===== src/rtl/pcc_pkg.sv =====
package pcc_pkg;

    // Field widths of the request and result channels.
    localparam int COORD_W   = 32;
    localparam int QUAT_W    = 16;
    localparam int INDEX_W   = 9;
    localparam int CFG_IDX_W = 2;
    localparam int CFG_DATA_W = 31;

    // Register widths.
    localparam int CUBE_W  = 31;
    localparam int HOLE_W  = 31;
    localparam int CLEAR_W = 16;
    localparam int COUNT_W = 10;
    localparam logic [CLEAR_W-1:0] CLEAR_RESET = CLEAR_W'(7);

    // Register indexes on the configuration port.
    localparam logic [CFG_IDX_W-1:0] REG_CUBE_HALF    = 2'd0;
    localparam logic [CFG_IDX_W-1:0] REG_HOLE_RADIUS  = 2'd1;
    localparam logic [CFG_IDX_W-1:0] REG_CLEARANCE    = 2'd2;
    localparam logic [CFG_IDX_W-1:0] REG_SAMPLE_COUNT = 2'd3;

    // Opcodes.
    localparam logic OP_LOAD  = 1'b0;
    localparam logic OP_CHECK = 1'b1;

    // Datapath widths.
    localparam int QP_W  = 32;   // product of two quaternion parts
    localparam int ROT_W = 34;   // rotation entry, Q.28
    localparam int PH_W  = 50;   // entry times high half of a coordinate
    localparam int PL_W  = 51;   // entry times low half of a coordinate
    localparam int SH_W  = 52;
    localparam int SL_W  = 53;
    localparam int TOT_W = 70;
    localparam int ROT_OUT_W = 41;
    localparam int WORLD_W = 42;
    localparam int LIM_W = 32;
    localparam int SQ_W  = 64;

    localparam int ONE_Q28  = 1 << 28;
    localparam int HALF_Q28 = 1 << 27;

    typedef enum logic [2:0] {
        ST_IDLE,
        ST_QPROD,
        ST_RMAT,
        ST_RUN,
        ST_DRAIN,
        ST_PUBLISH
    } state_t;

    typedef struct packed {
        logic load_wr;
        logic capture;
        logic issue;
        logic publish;
    } cmd_t;

    typedef struct packed {
        logic count_zero;
        logic issue_last;
        logic pipe_busy;
    } status_t;

endpackage


===== src/rtl/pcc_ctrl.sv =====
module pcc_ctrl (
    input  logic              clk,
    input  logic              rst_n,
    input  logic              in_valid,
    input  logic              in_opcode,
    output logic              in_ready,
    output logic              out_valid,
    input  logic              out_ready,
    output pcc_pkg::cmd_t     cmd,
    input  pcc_pkg::status_t  status
);
    pcc_pkg::state_t state_reg, state_next;
    logic            out_valid_reg, out_valid_next;
    logic            accept;

    assign accept = in_valid && (state_reg == pcc_pkg::ST_IDLE);

    always_comb
    begin
        state_next = state_reg;
        case (state_reg)
            pcc_pkg::ST_IDLE:
            begin
                if (accept && (in_opcode == pcc_pkg::OP_CHECK))
                begin
                    state_next = pcc_pkg::ST_QPROD;
                end
            end
            pcc_pkg::ST_QPROD:
            begin
                state_next = pcc_pkg::ST_RMAT;
            end
            pcc_pkg::ST_RMAT:
            begin
                state_next = status.count_zero ? pcc_pkg::ST_DRAIN : pcc_pkg::ST_RUN;
            end
            pcc_pkg::ST_RUN:
            begin
                if (status.issue_last)
                begin
                    state_next = pcc_pkg::ST_DRAIN;
                end
            end
            pcc_pkg::ST_DRAIN:
            begin
                if (!status.pipe_busy)
                begin
                    state_next = pcc_pkg::ST_PUBLISH;
                end
            end
            pcc_pkg::ST_PUBLISH:
            begin
                if (!out_valid_reg || out_ready)
                begin
                    state_next = pcc_pkg::ST_IDLE;
                end
            end
            default:
            begin
                state_next = pcc_pkg::ST_IDLE;
            end
        endcase
    end

    always_comb
    begin
        in_ready    = (state_reg == pcc_pkg::ST_IDLE);
        cmd.load_wr = accept && (in_opcode == pcc_pkg::OP_LOAD);
        cmd.capture = accept && (in_opcode == pcc_pkg::OP_CHECK);
        cmd.issue   = (state_reg == pcc_pkg::ST_RUN);
        cmd.publish = (state_reg == pcc_pkg::ST_PUBLISH) && (!out_valid_reg || out_ready);
    end

    always_comb
    begin
        out_valid_next = out_valid_reg;
        if (cmd.publish)
        begin
            out_valid_next = 1'b1;
        end
        else if (out_ready)
        begin
            out_valid_next = 1'b0;
        end
    end

    always_ff @(posedge clk or negedge rst_n)
    begin
        if (!rst_n)
        begin
            state_reg     <= pcc_pkg::ST_IDLE;
            out_valid_reg <= 1'b0;
        end
        else
        begin
            state_reg     <= state_next;
            out_valid_reg <= out_valid_next;
        end
    end

    assign out_valid = out_valid_reg;
endmodule


===== config.mk =====
export PLATFORM = sky130hd
export DESIGN_NAME = pcc_ctrl
export DESIGN_NICKNAME = d
export VERILOG_FILES = /design/src/rtl/pcc_pkg.sv /design/src/rtl/pcc_ctrl.sv
export SDC_FILE = /design/constraint.sdc
export NUM_CORES = 1
export LEC_CHECK = 0
export ABC_AREA = 0
export BUFFER_PORTS_ARGS = -buffer_cell sky130_fd_sc_hd__buf_4
export CAP_MARGIN = 10
export CORE_AREA = 2 2 39 41
export DETAILED_ROUTE_END_ITERATION = 16
export DIE_AREA = 0 0 41 43
export PLACE_DENSITY = 0.53
export SLEW_MARGIN = 20
export SYNTH_ARGS = -nofsm -noshare
export SYNTH_HDL_FRONTEND = slang
export SYNTH_SLANG_ARGS = --single-unit

===== constraint.sdc =====
create_clock -name clk -period 1.4 [get_ports clk]
set_input_delay 0.14 -clock clk [delete_from_list [all_inputs] [get_ports clk]]
set_output_delay 0.14 -clock clk [all_outputs]
set_load 0.02 [all_outputs]

==> impl_metrics.py, run 1 <==
metrics = {
    "place": {
        "gp_congestion": 0.736,
        "dpl.hpwl_um": 481,
        "port-buffer-count": 13,
        "dp_slack_ns": 0.244,
        "postPlaceCellArea_um2": 385,
    },
    "final_layout": {
        "layout_commonest_cell": "buf_4",
        "fin_util": 0.323,
        "multi_input_area_um2": 153,
        "final_cell_mix": "16 x buf_4, 3 x clkbuf_4",
        "diodes": 0,
        "largest_reg_flops": 3,
        "fin_area_um2": 447,
        "fin_nets": 58,
        "fill_cells": 146,
        "areaGrowthSynthToFinish_pct": 58.0,
        "ff_latch_area_um2": 103,
        "final_layout_size_suffix_gt1_frac": 0.500,
    },
    "critical_path": {
        "crit_path_end_kind": "primary output",
        "critPathMaxFanout": 6,
        "max_stage_delay_ns": 0.45,
        "cp_cell_sequence": "nor3_4 -> and3_1 -> buf_4",
        "arrival_ns": 1.20,
        "critPathKind": "flip-flop to primary output",
        "cp.required_ns": 1.26,
        "cp_slowest_cell": "dfrtp_2",
        "critPathLaunchType": "flip-flop",
    },
    "synth": {
        "synth.top_cell.area_share": 0.354,
        "synth_area_leaders": "dfrtp_1 35%, buf_4 5.3%, clkbuf_8 4.9%",
        "synthDistinctLibCells": 20,
        "synth.yosys.warnings": 0,
        "seq_area_frac_synth": 0.354,
        "synth_cells": 30,
        "postSynthNetCount": 38,
        "avgSynthCellArea_um2": 9.43,
        "synth_seq_cells": 4,
        "synth_top_area_cell": "dfrtp_1",
        "synth_area_um2": 283,
    },
    "grt": {
        "grt_start_max_net_pins": 11,
        "grt_overflow_total": 0,
        "antenna_found_initial": 0,
        "grt_pass1_wl_um": 993,
        "track_usage": 0.0949,
        "grt_pass1_vias": 237,
    },
    "clocking": {
        "path_clk_slew_ns": 0.04,
        "cts.sinks": 4,
        "numCtsBuffers": 3,
        "htreeDepth": 1,
        "cts_buffer_depth": 2,
        "clk_latency_ns": 0.24,
        "cts_tree": "built",
        "cts_root_buf": "clkbuf_4",
    },
    "route": {
        "route.detailed.drc": 0,
        "dr.first_iter.drc_count": 5,
        "routed_wl_um": 666,
        "m1WireLength_um": 260,
        "wl_met3_um": 42,
        "wire_per_inst_um": 10.4,
        "first_pass_iters": 4,
        "routed-via-count": 277,
        "wl_met2_um": 344,
        "drtAntennaViolNets": 0,
        "avgViaCountPerCell": 4.33,
        "highest_layer": "met4",
    },
    "floorplan": {
        "placement_rows": 14,
        "dieArea_mm2": 0.00176,
        "die_h_um": 43,
        "die_x_um": 41,
        "core_area_mm2": 0.00138,
        "floorplan.initialDensity": 0.204,
        "io_pins": 14,
    },
    "min_path": {
        "hp-class": "primary input to flip-flop",
    },
    "sta": {
        "drv_slew": 0,
        "finClkSkew_ns": 0.00592,
        "period_minus_slack_ns": 1.34,
        "fmax_mhz": 747,
        "fin_crit_sh": 0.956,
        "hold_viol": 0,
        "tns_ns": 0,
        "holdWs_ns": 0.127,
        "setup_slack_ns": 0.0620,
        "grt_setup_unrepaired": "true",
        "tightest_slew_ns": 0.212,
        "relSlewSlack": 0.858,
        "setup_violations": 0,
    },
    "pwr": {
        "power.density_mw_per_mm2": 2030,
        "vdd_drop_max_mv": 0.576,
        "leakage_nw": 0.219,
    },
    "run_status": {
        "status": "finished, final reports clean",
    },
    "run": {
        "maxCapViolations": 0,
    },
}
[Yosys cell counts]
cell type and instances:
a311oi_1 1, o21ai_0 1, inv_1 2, nor3b_1 1
buf_4 2, nor3_2 1, o311a_1 1, o221ai_1 1
nor2_1 2, and3b_1 1, dfrtp_1 4, nand2b_1 2
a21oi_1 2, or2b_2 1, and3_1 2, mux2i_1 1
clkbuf_8 1, a2111o_1 1, o21bai_1 1, nand2_1 2
[cells by family (layout without fill, tap and decap cells)]
| logic type | count (synthesis) | count (layout) | synth area share |
|---|---|---|---|
| muxes | 1 | 1 | 0.0354 |
| AOI/OAI and AO/OA | 8 | 8 | 0.217 |
| buffers and inverters | 5 | 23 | 0.128 |
| and+or+nand+nor | 12 | 12 | 0.266 |
| DFF | 4 | 4 | 0.354 |
[metrics by stage]
step,power [mW],instances
after global routing,0.975,64
final,0.905,64
after CTS,0.848,61
after detailed placement,0.687,57
after global placement,0.685,57
after floorplan,0.581,30
[where the power goes]
part	total, mW	switching, mW	internal, mW
sequential	0.240	0.0676	0.172
clock	0.150	0.0532	0.0963
combinational	0.515	0.239	0.276
[worst paths after layout]
path | slack [ns] | endpoint | from | cells past startpoint
worst min register to register | 0.54 | state_reg[1] | state_reg[2] | 1
worst max-delay path | 0.06 | cmd[2] | state_reg[2] | 3
max in group asynchronous | 1.06 | state_reg[0] | rst_n | 2
min in group asynchronous | 0.23 | state_reg[2] | rst_n | 2
worst max register to register | 0.23 | state_reg[0] | state_reg[2] | 4
worst min-delay path | 0.13 | state_reg[1] | status[1] | 2
[repair_timing]
action,in CTS,in global routing
setup buffers,0,3
gates resized for setup,1,2
hold buffers,1,0
setup endpoints to repair,3,3
endpoints found under the hold margin,4,0
[layout make-up]
cell class	count	share of cell area
inverter	2	0.0168
multi-input combinational	21	0.342
clock buffer	3	0.0504
sequential	4	0.230
timing repair buffer	18	0.317
tap	16	0.0448
[worst max-delay path, delay by kind of cell (launching register included)]
kind                   cells  cell delay, ns
and+or+nand+nor            2            0.38
buffers and inverters      1            0.13
DFF                        1            0.45
[routing by layer]
metal / up-vias / global-route usage
met5: - / 0
met4: 0 / 0.120
met3: 2 / 0.0314
met2: 10 / 0.131
met1: 122 / 0.0915
li1: 143 / -
Note: power is estimated with default switching activity, not from simulation.
==> inputs of run 2 (changes only) <==
Clock period 1.4 ns to 1.6 ns, I/O delays scaled along.
==> run 2 against run 1 <==
Net effect:
- power is 22% lower
- via count is 2.2% higher
- cell count is 4.7% lower
- routed wire length is 3.5% lower
- clock power is 17% lower
- worst setup slack better by 0.11 ns
- non-clock buffer count is 3 lower
- count of clock-buffer cells in the layout stayed put
- first-iteration DRC count is 40% lower
- design area is 7.8% lower
- global-route usage is 0.21 points lower
- critical endpoint unchanged
- largest power group unchanged
==> impl_metrics.py, run 2 (same netlist as run 1, synthesis figures left out) <==
metrics = {
    "sta": {
        "tightest_slew_ns": 0.324,
        "holdWs_ns": 0.148,
        "setup_slack_ns": 0.169,
        "fmax_mhz": 699,
        "drv_slew": 0,
        "hold_viol": 0,
        "fin_crit_sh": 0.894,
        "relSlewSlack": 0.784,
        "grt_setup_unrepaired": "false",
        "tns_ns": 0,
        "finClkSkew_ns": 0.00184,
        "period_minus_slack_ns": 1.43,
        "setup_violations": 0,
    },
    "final_layout": {
        "areaGrowthSynthToFinish_pct": 45.6,
        "diodes": 0,
        "layout_commonest_cell": "buf_4",
        "final_cell_mix": "14 x buf_4, 4 x dfrtp_1, 3 x clkbuf_4",
        "largest_reg_flops": 3,
        "final_layout_size_suffix_gt1_frac": 0.422,
        "fin_util": 0.297,
        "fill_cells": 164,
        "fin_nets": 55,
        "final_cells": 61,
        "fin_area_um2": 412,
    },
    "clocking": {
        "path_clk_slew_ns": 0.04,
        "cts_setup_buffers": 0,
        "cts_resized": 0,
        "cts_tree": "built",
        "clk_latency_ns": 0.24,
        "cts_buffer_depth": 2,
        "numCtsBuffers": 3,
        "cts_root_buf": "clkbuf_4",
        "htreeDepth": 1,
        "cts.sinks": 4,
    },
    "route": {
        "wire_per_inst_um": 10.5,
        "dr.first_iter.drc_count": 3,
        "route.detailed.drc": 0,
        "routed_wl_um": 643,
        "avgViaCountPerCell": 4.64,
        "first_pass_iters": 4,
        "drtAntennaViolNets": 0,
        "routed-via-count": 283,
    },
    "critical_path": {
        "cp.required_ns": 1.44,
        "critPathKind": "flip-flop to primary output",
        "r2r-start": "state_reg[1]",
        "crit_path_start": "state_reg[0]",
        "critPathLaunchType": "flip-flop",
        "r2r_slack_ns": 0.45,
        "arrival_ns": 1.27,
        "r2r_end": "state_reg[0]",
        "crit_path_end_kind": "primary output",
        "r2r_cells": 3,
        "critPathMaxFanout": 10,
    },
    "run": {
        "maxCapViolations": 0,
    },
    "floorplan": {
        "floorplan.initialDensity": 0.204,
        "core_area_mm2": 0.00138,
        "io_pins": 14,
        "die_h_um": 43,
        "die_x_um": 41,
        "dieArea_mm2": 0.00176,
        "placement_rows": 14,
    },
    "place": {
        "dpl.hpwl_um": 495,
        "port-buffer-count": 13,
        "gp_congestion": 0.703,
        "postPlaceCellArea_um2": 379,
        "dp_cells": 57,
        "dp_slack_ns": 0.420,
    },
    "pwr": {
        "power.density_mw_per_mm2": 1720,
        "vdd_drop_max_mv": 0.632,
        "swShare": 0.412,
        "share_comb_of_total_power": 0.527,
        "internal-power_mw": 0.416,
        "p_seq_frac": 0.297,
        "power_frac_clock": 0.176,
        "power.total_mw": 0.707,
        "leakage_nw": 0.204,
        "switchingPower_mw": 0.291,
    },
    "min_path": {
        "hp-class": "primary input to flip-flop",
        "min_path_cells": 2,
        "hold_start": "status[1]",
        "holdPathEnd": "state_reg[1]",
    },
    "run_status": {
        "status": "finished, final reports clean",
    },
    "grt": {
        "grt_pass1_wl_mm": 1.06,
        "antenna_found_initial": 0,
        "grt_start_max_net_pins": 11,
        "grt_pass1_vias": 276,
        "track_usage": 0.0927,
        "grt_overflow_total": 0,
    },
}
==> run 2: changes by cell type in the layout (fill, tap and decap cells not counted), sizes merged <==
cell and delta:
buf -3
==> run 2: worst max path at each step <==
stage / endpoint / slack, ns
after global routing: cmd[2] / 0.06
final: cmd[2] / 0.17
after detailed placement: cmd[2] / 0.42
after global placement: cmd[2] / 0.43
after CTS: cmd[2] / 0.16
after floorplan: cmd[3] / 0.17
==> run 2: power by group through the flow <==
stage / Clock (mW) / Combinational (mW) / Sequential, mW
after floorplan: 0 / 0.305 / 0.184
after global placement: 0 / 0.374 / 0.208
after detailed placement: 0 / 0.377 / 0.209
after CTS: 0.131 / 0.379 / 0.208
after global routing: 0.143 / 0.412 / 0.221
final: 0.125 / 0.373 / 0.210
==> run 2: worst max-delay path: stages (launching register included) <==
cell     delay (ns)
dfrtp_1        0.48
nor3_2         0.25
and3_1         0.18
buf_4          0.13
==> run 2: final cells by class <==
type / count / area [um2] / share of cell area
tap: 16 / 20.0 / 0.0486
timing repair buffer: 15 / 115 / 0.280
multi-input combinational: 21 / 146 / 0.356
inverter: 2 / 7.51 / 0.0182
clock buffer: 3 / 22.5 / 0.0547
sequential: 4 / 100 / 0.243
==> run 2: per-layer routing <==
| layer | global-route usage | up-vias | wire (um) |
|---|---|---|---|
| met5 | 0 | - | 0 |
| met4 | 0.0800 | 0 | 6 |
| met3 | 0.0314 | 2 | 46 |
| met2 | 0.125 | 12 | 312 |
| met1 | 0.111 | 130 | 277 |
| li1 | - | 139 | - |
==> run 2: what timing repair did <==
action / CTS / global route
endpoints found under the setup margin: 0 / 0
hold endpoints to repair: 4 / 0
hold buffers: 1 / 0
